### src/hw/rtl/lcdw_pkg.sv
// shared constants, types and lookup functions for the lcd line writer
package lcdw_pkg;

    localparam int COLUMNS = 20;
    localparam int ROWS    = 4;
    localparam int WAIT_W  = 18;
    localparam int COL_W   = $clog2(COLUMNS + 1);
    localparam int IDX_W   = 3;
    localparam int SRC_W   = 3;
    localparam int ADDR_W  = 4;

    // register indexes
    localparam logic [1:0] REG_POWER_UP  = 2'd0;
    localparam logic [1:0] REG_WAKE_GAP  = 2'd1;
    localparam logic [1:0] REG_NIBBLE    = 2'd2;
    localparam logic [1:0] REG_BYTE_GAP  = 2'd3;

    // reset values of the wait registers
    localparam logic [WAIT_W-1:0] RST_POWER_UP = 18'd132000;
    localparam logic [WAIT_W-1:0] RST_WAKE_GAP = 18'd10000;
    localparam logic [WAIT_W-1:0] RST_NIBBLE   = 18'd1000;
    localparam logic [WAIT_W-1:0] RST_BYTE_GAP = 18'd2000;

    // strobe source codes
    localparam logic [SRC_W-1:0] SRC_WAKE   = 3'd0;
    localparam logic [SRC_W-1:0] SRC_SETUP  = 3'd1;
    localparam logic [SRC_W-1:0] SRC_CURSOR = 3'd2;
    localparam logic [SRC_W-1:0] SRC_CHAR   = 3'd3;
    localparam logic [SRC_W-1:0] SRC_PAD    = 3'd4;

    // sequence positions
    localparam logic [IDX_W-1:0] WAKE_FIRST = 3'd0;
    localparam logic [IDX_W-1:0] WAKE_FINAL = 3'd3;
    localparam logic [IDX_W-1:0] SETUP_FINAL = 3'd5;

    localparam logic [3:0] WAKE_NIB      = 4'h3;
    localparam logic [3:0] WAKE_LAST_NIB = 4'h2;
    localparam logic [7:0] CMD_SET_DDRAM = 8'h80;

    typedef struct packed {
        logic [WAIT_W-1:0] power_up_wait_us;
        logic [WAIT_W-1:0] wake_gap_us;
        logic [WAIT_W-1:0] nibble_gap_us;
        logic [WAIT_W-1:0] byte_gap_us;
    } lcdw_cfg_t;

    typedef struct packed {
        logic             latch;
        logic             emit;
        logic [SRC_W-1:0] src;
        logic [IDX_W-1:0] idx;
        logic             hi;
        logic             last;
        logic             col_inc;
        logic             col_clear;
    } lcdw_cmd_t;

    typedef struct packed {
        logic kind;
        logic full;
        logic term;
        logic need_cursor;
        logic col_last;
        logic slot_free;
    } lcdw_stat_t;

    function automatic logic [7:0] row_offset(input logic [1:0] row);
        logic [7:0] r;
        case (row)
            2'd0:    r = 8'h00;
            2'd1:    r = 8'h40;
            2'd2:    r = 8'h14;
            default: r = 8'h54;
        endcase
        return r;
    endfunction

    function automatic logic [7:0] setup_cmd(input logic [IDX_W-1:0] idx);
        logic [7:0] c;
        case (idx)
            3'd0:    c = 8'h28;
            3'd1:    c = 8'h10;
            3'd2:    c = 8'h0C;
            3'd3:    c = 8'h06;
            3'd4:    c = 8'h02;
            3'd5:    c = 8'h01;
            default: c = 8'h00;
        endcase
        return c;
    endfunction

endpackage

### src/hw/rtl/char_lcd_4bit_line_writer.sv
// char lcd 4-bit line writer: turns init and character items into timed nibble strobes
// first strobe of an item passes through the decide state and a strobe state into the output register
// throughput: one strobe per cycle while m_tready is high, set by the sequencer fsm;
//   init 16 strobes, a character 2 or 4, a terminator up to 2 + 2*COLUMNS
// next item is taken the cycle after the item's last strobe is registered
// reset: synchronous active-low aresetn restores wait registers and clears line state
module char_lcd_4bit_line_writer (
    input  logic                        aclk,
    input  logic                        aresetn,
    // input channel
    input  logic                        s_tvalid,
    output logic                        s_tready,
    input  logic [15:0]                 s_tdata,   // line[1:0], char_code[9:2], zero pad
    input  logic                        s_tuser,   // kind
    // result channel
    output logic                        m_tvalid,
    input  logic                        m_tready,
    output logic [23:0]                 m_tdata,   // nibble[3:0], wait_before_us[21:4]
    output logic                        m_tuser,   // rs
    output logic                        m_tlast,   // last
    // configuration
    input  logic                        psel,
    input  logic                        penable,
    input  logic                        pwrite,
    input  logic [lcdw_pkg::ADDR_W-1:0] paddr,
    input  logic [31:0]                 pwdata,
    output logic [31:0]                 prdata,
    output logic                        pready
);

    lcdw_pkg::lcdw_cfg_t  cfg;
    lcdw_pkg::lcdw_cmd_t  cmd;
    lcdw_pkg::lcdw_stat_t stat;
    logic [3:0]                  out_nibble;
    logic [lcdw_pkg::WAIT_W-1:0] out_wait;

    lcdw_regs u_regs (
        .aclk    (aclk),
        .aresetn (aresetn),
        .psel    (psel),
        .penable (penable),
        .pwrite  (pwrite),
        .paddr   (paddr),
        .pwdata  (pwdata),
        .prdata  (prdata),
        .pready  (pready),
        .cfg     (cfg)
    );

    lcdw_ctrl u_ctrl (
        .aclk     (aclk),
        .aresetn  (aresetn),
        .in_valid (s_tvalid),
        .in_ready (s_tready),
        .stat     (stat),
        .cmd      (cmd)
    );

    lcdw_dp u_dp (
        .aclk       (aclk),
        .aresetn    (aresetn),
        .in_kind    (s_tuser),
        .in_line    (s_tdata[1:0]),
        .in_code    (s_tdata[9:2]),
        .cfg        (cfg),
        .cmd        (cmd),
        .stat       (stat),
        .out_ready  (m_tready),
        .out_valid  (m_tvalid),
        .out_rs     (m_tuser),
        .out_nibble (out_nibble),
        .out_wait   (out_wait),
        .out_last   (m_tlast)
    );

    // pack result payload
    assign m_tdata = {2'b00, out_wait, out_nibble};

`ifndef SYNTH
    // a new strobe never overwrites one still waiting
    assert property (@(posedge aclk) disable iff (!aresetn)
        cmd.emit |-> stat.slot_free)
        else $error("strobe issued while output register busy");

    // after a transfer in, the block is busy
    assert property (@(posedge aclk) disable iff (!aresetn)
        (s_tvalid && s_tready) |=> !s_tready)
        else $error("input taken twice in a row");

    // the last strobe of an item returns the sequencer to idle
    assert property (@(posedge aclk) disable iff (!aresetn)
        (cmd.emit && cmd.last) |=> s_tready)
        else $error("sequencer not idle after last strobe");

    // last strobe is always a low nibble
    assert property (@(posedge aclk) disable iff (!aresetn)
        (cmd.emit && cmd.last) |-> !cmd.hi)
        else $error("last flag on a high nibble");
`endif

endmodule

### src/hw/rtl/lcdw_regs.sv
// apb wait-time configuration registers
module lcdw_regs (
    input  logic                        aclk,
    input  logic                        aresetn,
    input  logic                        psel,
    input  logic                        penable,
    input  logic                        pwrite,
    input  logic [lcdw_pkg::ADDR_W-1:0] paddr,
    input  logic [31:0]                 pwdata,
    output logic [31:0]                 prdata,
    output logic                        pready,
    output lcdw_pkg::lcdw_cfg_t         cfg
);

    lcdw_pkg::lcdw_cfg_t cfg_reg;
    logic                wr_en;
    logic [lcdw_pkg::WAIT_W-1:0] wdata;
    logic [1:0]          reg_idx;

    assign pready  = 1'b1;
    assign wr_en   = psel & penable & pwrite;
    assign wdata   = pwdata[lcdw_pkg::WAIT_W-1:0];
    assign reg_idx = paddr[3:2];
    assign cfg     = cfg_reg;

    // register writes
    always_ff @(posedge aclk) begin
        if (!aresetn) begin
            cfg_reg.power_up_wait_us <= lcdw_pkg::RST_POWER_UP;
            cfg_reg.wake_gap_us      <= lcdw_pkg::RST_WAKE_GAP;
            cfg_reg.nibble_gap_us    <= lcdw_pkg::RST_NIBBLE;
            cfg_reg.byte_gap_us      <= lcdw_pkg::RST_BYTE_GAP;
        end else if (wr_en) begin
            case (reg_idx)
                lcdw_pkg::REG_POWER_UP: cfg_reg.power_up_wait_us <= wdata;
                lcdw_pkg::REG_WAKE_GAP: cfg_reg.wake_gap_us      <= wdata;
                lcdw_pkg::REG_NIBBLE:   cfg_reg.nibble_gap_us    <= wdata;
                lcdw_pkg::REG_BYTE_GAP: cfg_reg.byte_gap_us      <= wdata;
                default: ;
            endcase
        end
    end

    // read mux
    always_comb begin
        case (reg_idx)
            lcdw_pkg::REG_POWER_UP: prdata = 32'(cfg_reg.power_up_wait_us);
            lcdw_pkg::REG_WAKE_GAP: prdata = 32'(cfg_reg.wake_gap_us);
            lcdw_pkg::REG_NIBBLE:   prdata = 32'(cfg_reg.nibble_gap_us);
            lcdw_pkg::REG_BYTE_GAP: prdata = 32'(cfg_reg.byte_gap_us);
            default:                prdata = 32'd0;
        endcase
    end

endmodule

### src/hw/rtl/lcdw_ctrl.sv
// strobe sequencer state machine
module lcdw_ctrl (
    input  logic                 aclk,
    input  logic                 aresetn,
    input  logic                 in_valid,
    output logic                 in_ready,
    input  lcdw_pkg::lcdw_stat_t stat,
    output lcdw_pkg::lcdw_cmd_t  cmd
);

    localparam logic [2:0] ST_IDLE   = 3'd0;
    localparam logic [2:0] ST_DECIDE = 3'd1;
    localparam logic [2:0] ST_WAKE   = 3'd2;
    localparam logic [2:0] ST_SETUP  = 3'd3;
    localparam logic [2:0] ST_CURSOR = 3'd4;
    localparam logic [2:0] ST_CHAR   = 3'd5;
    localparam logic [2:0] ST_PAD    = 3'd6;

    logic [2:0]                 state_reg, state_next;
    logic [lcdw_pkg::IDX_W-1:0] idx_reg, idx_next;
    logic                       hi_reg, hi_next;

    assign in_ready = (state_reg == ST_IDLE);

    always_ff @(posedge aclk) begin
        if (!aresetn) begin
            state_reg <= ST_IDLE;
            idx_reg   <= '0;
            hi_reg    <= 1'b1;
        end else begin
            state_reg <= state_next;
            idx_reg   <= idx_next;
            hi_reg    <= hi_next;
        end
    end

    // next state and datapath commands
    always_comb begin
        state_next    = state_reg;
        idx_next      = idx_reg;
        hi_next       = hi_reg;
        cmd           = '0;
        cmd.idx       = idx_reg;
        cmd.hi        = hi_reg;
        case (state_reg)
            ST_IDLE: begin
                if (in_valid) begin
                    cmd.latch  = 1'b1;
                    state_next = ST_DECIDE;
                end
            end
            ST_DECIDE: begin
                hi_next = 1'b1;
                if (!stat.kind) begin
                    idx_next   = lcdw_pkg::WAKE_FIRST;
                    state_next = ST_WAKE;
                end else if (stat.full) begin
                    // overlong line: drop, a terminator just closes the line
                    cmd.col_clear = stat.term;
                    state_next    = ST_IDLE;
                end else if (stat.need_cursor) begin
                    state_next = ST_CURSOR;
                end else begin
                    state_next = stat.term ? ST_PAD : ST_CHAR;
                end
            end
            ST_WAKE: begin
                cmd.src = lcdw_pkg::SRC_WAKE;
                if (stat.slot_free) begin
                    cmd.emit = 1'b1;
                    if (idx_reg == lcdw_pkg::WAKE_FINAL) begin
                        idx_next   = '0;
                        hi_next    = 1'b1;
                        state_next = ST_SETUP;
                    end else begin
                        idx_next = idx_reg + 1'b1;
                    end
                end
            end
            ST_SETUP: begin
                cmd.src = lcdw_pkg::SRC_SETUP;
                if (stat.slot_free) begin
                    cmd.emit = 1'b1;
                    if (hi_reg) begin
                        hi_next = 1'b0;
                    end else begin
                        hi_next = 1'b1;
                        if (idx_reg == lcdw_pkg::SETUP_FINAL) begin
                            cmd.last      = 1'b1;
                            cmd.col_clear = 1'b1;
                            state_next    = ST_IDLE;
                        end else begin
                            idx_next = idx_reg + 1'b1;
                        end
                    end
                end
            end
            ST_CURSOR: begin
                cmd.src = lcdw_pkg::SRC_CURSOR;
                if (stat.slot_free) begin
                    cmd.emit = 1'b1;
                    hi_next  = !hi_reg;
                    if (!hi_reg) begin
                        state_next = stat.term ? ST_PAD : ST_CHAR;
                    end
                end
            end
            ST_CHAR: begin
                cmd.src = lcdw_pkg::SRC_CHAR;
                if (stat.slot_free) begin
                    cmd.emit = 1'b1;
                    hi_next  = !hi_reg;
                    if (!hi_reg) begin
                        cmd.last    = 1'b1;
                        cmd.col_inc = 1'b1;
                        state_next  = ST_IDLE;
                    end
                end
            end
            ST_PAD: begin
                cmd.src = lcdw_pkg::SRC_PAD;
                if (stat.slot_free) begin
                    cmd.emit = 1'b1;
                    hi_next  = !hi_reg;
                    if (!hi_reg) begin
                        cmd.col_inc = 1'b1;
                        if (stat.col_last) begin
                            cmd.last      = 1'b1;
                            cmd.col_clear = 1'b1;
                            state_next    = ST_IDLE;
                        end
                    end
                end
            end
            default: begin
                state_next = ST_IDLE;
            end
        endcase
    end

endmodule

### src/hw/rtl/lcdw_dp.sv
// item latch, line position and strobe output register
module lcdw_dp (
    input  logic                aclk,
    input  logic                aresetn,
    input  logic                in_kind,
    input  logic [1:0]          in_line,
    input  logic [7:0]          in_code,
    input  lcdw_pkg::lcdw_cfg_t cfg,
    input  lcdw_pkg::lcdw_cmd_t cmd,
    output lcdw_pkg::lcdw_stat_t stat,
    input  logic                out_ready,
    output logic                out_valid,
    output logic                out_rs,
    output logic [3:0]          out_nibble,
    output logic [lcdw_pkg::WAIT_W-1:0] out_wait,
    output logic                out_last
);

    logic                       kind_reg;
    logic [1:0]                 line_reg;
    logic [7:0]                 code_reg;
    logic [lcdw_pkg::COL_W-1:0] column_reg;
    logic                       full_reg;
    logic                       valid_reg;
    logic                       rs_reg;
    logic [3:0]                 nibble_reg;
    logic [lcdw_pkg::WAIT_W-1:0] wait_reg;
    logic                       last_reg;

    logic                       col_last;
    logic [7:0]                 byte_val;
    logic                       rs_val;
    logic [3:0]                 nib_val;
    logic [lcdw_pkg::WAIT_W-1:0] wait_val;

    assign col_last = (column_reg == lcdw_pkg::COL_W'(lcdw_pkg::COLUMNS - 1));

    // status toward the sequencer
    always_comb begin
        stat.kind        = kind_reg;
        stat.full        = full_reg;
        stat.term        = (code_reg == 8'd0);
        stat.need_cursor = (column_reg == '0) && !full_reg &&
                           (32'(line_reg) < lcdw_pkg::ROWS);
        stat.col_last    = col_last;
        stat.slot_free   = !valid_reg || out_ready;
    end

    // input item latch
    always_ff @(posedge aclk) begin
        if (cmd.latch) begin
            kind_reg <= in_kind;
            line_reg <= in_line;
            code_reg <= in_code;
        end
    end

    // line position
    always_ff @(posedge aclk) begin
        if (!aresetn) begin
            column_reg <= '0;
            full_reg   <= 1'b0;
        end else if (cmd.col_clear) begin
            column_reg <= '0;
            full_reg   <= 1'b0;
        end else if (cmd.col_inc) begin
            column_reg <= column_reg + 1'b1;
            if (col_last) begin
                full_reg <= 1'b1;
            end
        end
    end

    // strobe contents
    always_comb begin
        case (cmd.src)
            lcdw_pkg::SRC_SETUP:  byte_val = lcdw_pkg::setup_cmd(cmd.idx);
            lcdw_pkg::SRC_CURSOR: byte_val = lcdw_pkg::CMD_SET_DDRAM |
                                             lcdw_pkg::row_offset(line_reg);
            lcdw_pkg::SRC_CHAR:   byte_val = code_reg;
            default:              byte_val = 8'd0;
        endcase
        rs_val = (cmd.src == lcdw_pkg::SRC_CHAR) || (cmd.src == lcdw_pkg::SRC_PAD);
        if (cmd.src == lcdw_pkg::SRC_WAKE) begin
            nib_val  = (cmd.idx == lcdw_pkg::WAKE_FINAL) ? lcdw_pkg::WAKE_LAST_NIB
                                                         : lcdw_pkg::WAKE_NIB;
            wait_val = (cmd.idx == lcdw_pkg::WAKE_FIRST) ? cfg.power_up_wait_us
                                                         : cfg.wake_gap_us;
        end else begin
            nib_val  = cmd.hi ? byte_val[7:4] : byte_val[3:0];
            wait_val = cmd.hi ? cfg.byte_gap_us : cfg.nibble_gap_us;
        end
    end

    // output register
    always_ff @(posedge aclk) begin
        if (!aresetn) begin
            valid_reg <= 1'b0;
        end else if (cmd.emit) begin
            valid_reg <= 1'b1;
        end else if (out_ready) begin
            valid_reg <= 1'b0;
        end
    end

    always_ff @(posedge aclk) begin
        if (cmd.emit) begin
            rs_reg     <= rs_val;
            nibble_reg <= nib_val;
            wait_reg   <= wait_val;
            last_reg   <= cmd.last;
        end
    end

    assign out_valid  = valid_reg;
    assign out_rs     = rs_reg;
    assign out_nibble = nibble_reg;
    assign out_wait   = wait_reg;
    assign out_last   = last_reg;

endmodule

### config.mk
export PLATFORM = sky130hd
export DESIGN_NAME = char_lcd_4bit_line_writer
export DESIGN_NICKNAME = d
export VERILOG_FILES = /design/src/hw/rtl/lcdw_pkg.sv /design/src/hw/rtl/char_lcd_4bit_line_writer.sv /design/src/hw/rtl/lcdw_regs.sv /design/src/hw/rtl/lcdw_ctrl.sv /design/src/hw/rtl/lcdw_dp.sv
export SDC_FILE = /design/constraint.sdc
export NUM_CORES = 1
export LEC_CHECK = 0
export ABC_AREA = 0
export BUFFER_PORTS_ARGS = -buffer_cell sky130_fd_sc_hd__buf_4
export CORE_MARGIN = 4
export CORE_UTILIZATION = 56
export DETAILED_ROUTE_END_ITERATION = 12
export PLACE_DENSITY = 0.84
export SYNTH_ARGS = -nofsm -noshare
export SYNTH_HDL_FRONTEND = slang
export SYNTH_HIERARCHICAL = 1
export SYNTH_SLANG_ARGS = --single-unit
### constraint.sdc
create_clock -name aclk -period 3 [get_ports aclk]
set_input_delay 0.15 -clock aclk [delete_from_list [all_inputs] [get_ports aclk]]
set_output_delay 0.15 -clock aclk [all_outputs]
set_load 0.05 [all_outputs]
# After elaboration in Yosys (flattened, before gate mapping)
# Cells that the tools add are included.
[classes] order_cmp=0 reduce_logical=26 muxes=60 mul=0 n_bitwise=3 n_eq_ne=37 shift=0 div_mod_pow=0 add_sub_neg=2
[ops] operator="case mux 32 bit (4 select lines)" n=1
[ops] operator="2-to-1 mux 3 bit" n=24
[ops] operator="2-to-1 mux 18 bit" n=3
[ops] operator="case mux 6 bit (6 select lines)" n=1
[ops] operator="!= test 2 bit, second input constant" n=12
[ops] operator="case mux 8 bit (3 select lines)" n=1
[ops] operator="case mux 3 bit (7 select lines)" n=1
[ops] operator="case mux 7 bit (3 select lines)" n=1
[ops] operator="case mux 4 bit (5 select lines)" n=1
[ops] operator="== test 3 x 2 -> 1 bit, second input constant" n=6
[ops] operator="== test 3 bit, second input constant" n=6
[ops] operator="2-to-1 mux 1 bit" n=17
[ops] operator="AND reduction 13 bit" n=1
[ops] operator="AND reduction 2 bit" n=5
[ops] operator="== test 3 x 1 -> 1 bit, second input constant" n=3
[ops] operator="zero test 3 bit" n=3
[ops] operator="case mux 3 bit (3 select lines)" n=1
[ops] operator="zero test 8 bit" n=1
[ops] operator="2-to-1 mux 4 bit" n=2
[ops] operator="!= test 2 x 1 -> 1 bit, second input constant" n=4
[ops] operator="== test 2 bit, second input constant" n=3
[ops] operator="2-to-1 mux 2 bit" n=3
[ops] operator="case mux 1 bit (3 select lines)" n=2
[ops] operator="AND reduction 6 bit" n=1
[ops] operator="19 further kinds" n=25
[word_totals] rom_bits=0 mem_count=0 output_inout_bits=61 latch_bits=0 ff_bits=121 elab_cells=145 in_bits=60 mem_bits_rw=0

# Logic depth before layout (Yosys ltp)
# Gate-level depths: netlist (run 1).
[logic_depth] word_depth=8 ltp_mapped=9 mapped_depth_nobuf=8

# Modules after synthesis
# The synthesis (run 1) kept the hierarchy.
[modules_own_cells] mod="lcdw_regs" n_inst=1 seq_area_each_um2=1441.4 area_each_um2=3333.2 cells_each=317
[modules_own_cells] mod="lcdw_dp" n_inst=1 seq_area_each_um2=1191.1 area_each_um2=2285.9 cells_each=198
[modules_own_cells] mod="lcdw_ctrl" n_inst=1 seq_area_each_um2=140.1 area_each_um2=772.0 cells_each=108
[modules_own_cells] mod="char_lcd_4bit_line_writer" n_inst=1 seq_area_each_um2=0.0 area_each_um2=18.8 cells_each=3

# Least setup slack after synthesis (run 1)
# Ideal clock, no wire load.
[synth_path] kind="register to register" from="register u_ctrl.state_reg[1]" to="register u_dp.code_reg[0], enable pin" required_time_ps=2650 arrival_time_ps=2320 stages_incl_launch_ff=6 path_buffers=3 period_less_slack_ps=2670 setup_time_ps=350 path_slack_ps=330 path_cell_list="dfxtp_1 > buf_2 > buf_2 > buf_2 > nor3_1 > and2_1"
[synth_lines] item="from (decl)" line_no="lcdw_ctrl.sv:19" text="logic [2:0] state_reg, state_next;"
[synth_lines] item="from (signal assigned)" line_no="lcdw_ctrl.sv:31" text="state_reg <= state_next;"
[synth_lines] item="to (signal assigned)" line_no="lcdw_dp.sv:54" text="code_reg <= in_code;"
[synth_lines] item="to (decl)" line_no="lcdw_dp.sv:21" text="logic [7:0] code_reg;"

==> results_dict.tcl, run 1 <==
set metrics [dict create \
    via_count 4960 \
    fin_total_pwr_uw 4730 \
    synth_edf_count 35 \
    antenna_found_initial 0 \
    seq_power_share 0.386 \
    htree_levels 4 \
    die-area_um2 13200 \
    initial_core_util 0.581 \
    relSlewSlack 0.330 \
    clock_latency_ns 0.41 \
    hold_violations 0 \
    report.final.slew_viol_count 0 \
    status "finished clean" \
    post-route-period-util 0.778 \
    row_count 38 \
    grt_pass1_vias 4974 \
    internal_power_uw 3490 \
    post-route-util 0.694 \
    clock.fmax_mhz 429 \
    coreArea_um2 11000 \
    hp-class "primary input to flip-flop" \
    ys_seq_elements 121 \
    vdd_ir_drop_max_uv 612 \
    n_antenna_cell 0 \
    period_minus_slack_ns 2.33 \
    cp_max_fo 36 \
    port_buffers 81 \
    die_w_um 115 \
    worst_slew_pin_slew_ns 1.01 \
    startpoint_type "flip-flop" \
    die_h_um 115 \
    end_kind "flip-flop" \
    syn_area_per_cell_um2 10.2 \
    yosysTopAreaCell "dfxtp_1" \
    ys_warn_count 6 \
    p_leak_uw 0.00318 \
    gp_congestion 0.850 \
    pwr-share-clk 0.457 \
    syn_to_final_growth_pct 19.3 \
    syn-instance-count 626 \
    final.setup.tns_ns 0 \
    hpwl_um 9800 \
    fin_skew_ns 0.00938 \
    drtPass1Iterations 5 \
    tritoncts "yes" \
    cts.reportedPaths.clkPinSlew_ns 0.06 \
    track_usage 0.241 \
    drive_gt1_frac 0.215 \
    nets 761 \
    wl_per_cell_um 18.3 \
    synth_ff_type "dfxtp_1" \
    largest_register_ffs 72 \
    grt_overflow 0 \
    worstSetupPathType "flip-flop to flip-flop" \
    finalWirelength_um 15500 \
    synth_top_area_share 0.269 \
    arrival_ns 2.47 \
    grt_pass1_wl_um 24800 \
    p_per_area_nw_per_um2 619 \
    antenna_left 0 \
    swShare 0.262 \
    comb_power_share 0.156 \
    setup_viol 0 \
    hold-worst-slack_ns 0.0156 \
    async_reset_ff_frac 0 \
    cts.path.max_buffers 2 \
    maxCapViolations 0 \
    synth_common_cells "dfxtp_1, mux2i_1, nand2_1" \
    syn_area_um2 6410 \
    synthTopCellsByArea "dfxtp_1, edfxtp_1, mux2i_1" \
    synth_cell_types 62 \
    required_ns 3.14 \
    grt_max_degree 109 \
    fill_cells 812 \
    viasPerCell 5.85 \
    p_sw_uw 1240 \
    drtIter0Drc 345 \
    io_pins 121 \
    drcViolationCount 0 \
    cts_buffers 17 \
    rsz0062_at_grt "false" \
    clockRootBuffer "clkbuf_16" \
    ys_seq_area_frac 0.433 \
    yosysMostFrequentCell "dfxtp_1" \
    cts.sinks 121 \
]
[power groups by stage]
stage,Clock [uW],Sequential [uW],Combinational (uW)
floorplan,0,1940,470
global placement,0,1860,700
detailed placement,0,1860,717
CTS,2200,1830,735
global route,2280,1840,785
finish,2170,1830,740
[timing repair]
action / in CTS / in global routing
endpoints found under the hold margin: 12 / 0
setup buffers: 0 / 0
endpoints found under the setup margin: 0 / 0
gates resized for setup: 0 / 0
hold buffers: 12 / 0
[cell type report]
class	instances	area, um^2	area share
Clock inverter	5	104	0.0136
Tap cell	140	175	0.0229
Sequential cell	121	2770	0.363
Inverter	22	82.6	0.0108
Clock buffer	27	536	0.0700
Timing Repair Buffer	105	818	0.107
Multi-Input combinational cell	428	3160	0.413
[logic make-up after synthesis]
family / count (synthesis) / synth area share
AO/OA/AOI/OAI: 107 / 0.113
adder cells (fa/ha/maj): 6 / 0.0117
XOR/XNOR: 5 / 0.00683
AND/OR/NAND/NOR: 189 / 0.151
other: 3 / 0.00176
flip-flops: 121 / 0.433
multiplexers: 104 / 0.199
buffers and inverters: 91 / 0.0837
[worst max-delay path: stages (launching register included)]
cell	delay, ns
dfxtp_1	0.54
nor2b_1	0.33
and2_1	0.41
nor3_4	0.04
buf_4	0.27
a211oi_1	0.34
a21oi_1	0.10
[path summary, 6_finish.rpt]
path	from	end	slack, ns	depth (start not counted)
max	u_ctrl/state_reg[2]$_SDFFE_PN0P_	u_dp/out_wait[13]$_DFFE_PP_	0.67	6
min	pwdata[8]	u_regs/cfg[8]$_SDFFE_PN1P_	0.02	3
max reg2reg	u_ctrl/state_reg[2]$_SDFFE_PN0P_	u_dp/out_wait[13]$_DFFE_PP_	0.67	6
min reg2reg	u_regs/cfg[20]$_SDFFE_PN0P_	u_regs/cfg[20]$_SDFFE_PN0P_	0.47	2
[layer usage]
layer,GRT usage,share of wire
met4,0.0986,0.019
met3,0.0605,0.066
met2,0.415,0.51
met1,0.287,0.41
met5,0,0
[cell usage in the layout, fill, tap and decap left out, types with 20 or more instances in the layout]
cell and instances:
a21oi_1 31, buf_4 93, dfxtp_1 85, edfxtp_1 35, inv_1 20, mux2i_1 85, nand2_1 84, nor2_1 20
nor2b_1 40
[stage by stage]
| step | cells | cell area (um^2) | setup slack [ns] |
|---|---|---|---|
| 2_1_floorplan | 640 | 6460 | 0.330 |
| 3_3_place_gp | 804 | 6890 | 0.866 |
| 3_5_place_dp | 804 | 6890 | 0.763 |
| 4_1_cts | 848 | 7650 | 0.759 |
| 5_1_grt | 848 | 7650 | 0.566 |
| 6_report | 848 | 7650 | 0.666 |
(Power assumes the default switching activity.)
==> run 2, diff against run 1 <==
- CORE_UTILIZATION: 56 -> 51
- PLACE_DENSITY: 0.84 -> 0.81
- clock period: 3 -> 2.1 ns (I/O delays scaled with it)
==> results_dict.tcl, run 2 (synthesis results as in run 1) <==
set metrics [dict create \
    wl_per_cell_um 17.1 \
    relSlewSlack 0.475 \
    drcViolationCount 0 \
    tritoncts "yes" \
    grt_pass1_wl_um 25000 \
    cp_cell_sequence "or4_1 -> nor2_4 -> inv_1 -> o31ai_1 -> a21oi_1 -> o32ai_1" \
    coreArea_um2 12200 \
    via_count 5003 \
    layout_common_cells "buf_4, mux2i_1, dfxtp_1, nand2_1, nor2b_1" \
    hp-class "primary input to flip-flop" \
    worstSetupPathType "flip-flop to flip-flop" \
    clock.fmax_mhz 506 \
    path_delay_family "simple AND/OR/NAND/NOR gates" \
    grt_pass1_vias 5149 \
    worst_slew_pin_slew_ns 0.787 \
    rsz0062_at_grt "false" \
    nets 780 \
    status "finished clean" \
    n_antenna_cell 0 \
    setup_viol 0 \
    die_h_um 120 \
    track_usage 0.215 \
    final.setup.tns_ns 0 \
    row_count 40 \
    viasPerCell 5.59 \
    hpwl_um 10100 \
    crit_buf_inv 1 \
    regArea_um2 2770 \
    fin_ws_ns 0.125 \
    gp_congestion 0.850 \
    reg2reg_slack_ns 0.12 \
    drtIter0Drc 421 \
    fin_skew_ns 0.0101 \
    largest_register_ffs 72 \
    mostFrequentLayoutCell "buf_4" \
    fill_cells 958 \
    antenna_found_initial 0 \
    cts.path.max_buffers 2 \
    cts.reportedPaths.clkPinSlew_ns 0.06 \
    startpoint_type "flip-flop" \
    die_w_um 120 \
    period_minus_slack_ns 1.98 \
    arrival_ns 2.28 \
    dp_slack_ns 0.103 \
    antenna_left 0 \
    cts_buffers 17 \
    syn_to_final_growth_pct 22.8 \
    cp_max_fo 5 \
    initial_core_util 0.527 \
    p_leak_uw 0.00327 \
    drtPass1Iterations 7 \
    cts.sinks 121 \
    grt_max_degree 63 \
    grt_overflow 0 \
    io_pins 121 \
    end_kind "flip-flop" \
    maxCapViolations 0 \
    drive_gt1_frac 0.235 \
    htree_levels 4 \
    max_stage_delay_ns 0.59 \
    cpMaxStageDelayCell "or4_1" \
    hold_violations 0 \
    required_ns 2.41 \
    post-route-period-util 0.941 \
    report.final.slew_viol_count 0 \
    clock_latency_ns 0.41 \
    clockRootBuffer "clkbuf_16" \
    finalWirelength_um 15300 \
    multi_input_area_um2 3190 \
    post-route-util 0.647 \
    vdd_ir_drop_max_uv 581 \
    p_per_area_nw_per_um2 850 \
    port_buffers 81 \
    die-area_um2 14400 \
]
[run 2: cell types whose count changed in the layout (fill, tap and decap cells not counted), moves of 2 or more]
cell / before / now
clkinv_2: 0 / 2
buf_4: 93 / 102
inv_6: 0 / 3
buf_12: 0 / 2
nor3_4: 1 / 3
clkbuf_8: 3 / 0
dlygate4sd3_1: 12 / 20
nor2_1: 20 / 18
clkinv_4: 0 / 3
inv_8: 0 / 2
clkbuf_1: 5 / 0
[run 2: final timing paths]
check	start	to	cells after the start
setup / recovery	u_dp/code_reg[7]$_DFFE_PP_	u_ctrl/state_reg[1]$_SDFFE_PN0P_	6
setup reg to reg	u_dp/code_reg[7]$_DFFE_PP_	u_ctrl/state_reg[1]$_SDFFE_PN0P_	6
hold / removal	pwdata[14]	u_regs/cfg[14]$_SDFFE_PN0P_	3
hold reg to reg	u_regs/cfg[55]$_SDFFE_PN0P_	u_regs/cfg[55]$_SDFFE_PN0P_	2
[run 2: per-layer routing]
layer	vias to the layer above	routed length (um)	track usage	part of all wire
met5	-	0	0	0
met4	0	211	0.0709	0.014
met3	19	816	0.0476	0.053
met2	179	7880	0.385	0.51
met1	2423	6420	0.256	0.42
li1	2382	-	-	-
[run 2: through the flow]
stage | instances | power, uW | hold WS [ns] | instance area (um^2)
finish | 895 | 6690 | 0.0279 | 7870
global route | 895 | 6920 | 0.0218 | 7870
CTS | 895 | 6730 | 0.0105 | 7860
detailed placement | 843 | 3710 | 0.285 | 7050
global placement | 843 | 3690 | 0.285 | 7050
floorplan | 640 | 3450 | 0.204 | 6480
[run 2: timing repair]
item	in CTS	in global routing
setup endpoints to repair	0	1
hold endpoints to repair	30	0
hold buffers	20	0
resized for setup	0	2
setup buffers	0	0
[run 2: final cells by class]
type	count	share of cell area
clock inverters	14	0.0203
well taps	168	0.0267
repair buffers	124	0.128
multi-input cells	428	0.405
clock buffers	18	0.0572
inverters	22	0.0105
flip-flops and latches	121	0.352
[run 2: worst reg2reg max path, cell delays in order (launching register included)]
cell and delay [ns]:
edfxtp_1 0.40, or4_1 0.59, nor2_4 0.19, inv_1 0.06, o31ai_1 0.24, a21oi_1 0.12, o32ai_1 0.28
[run 2: report_power, final]
| part | total, uW | switching, uW | internal, uW |
|---|---|---|---|
| logic | 1110 | 726 | 384 |
| registers | 2600 | 66.0 | 2530 |
| clock network | 2980 | 1130 | 1840 |
| total | 6690 | 1930 | 4760 |
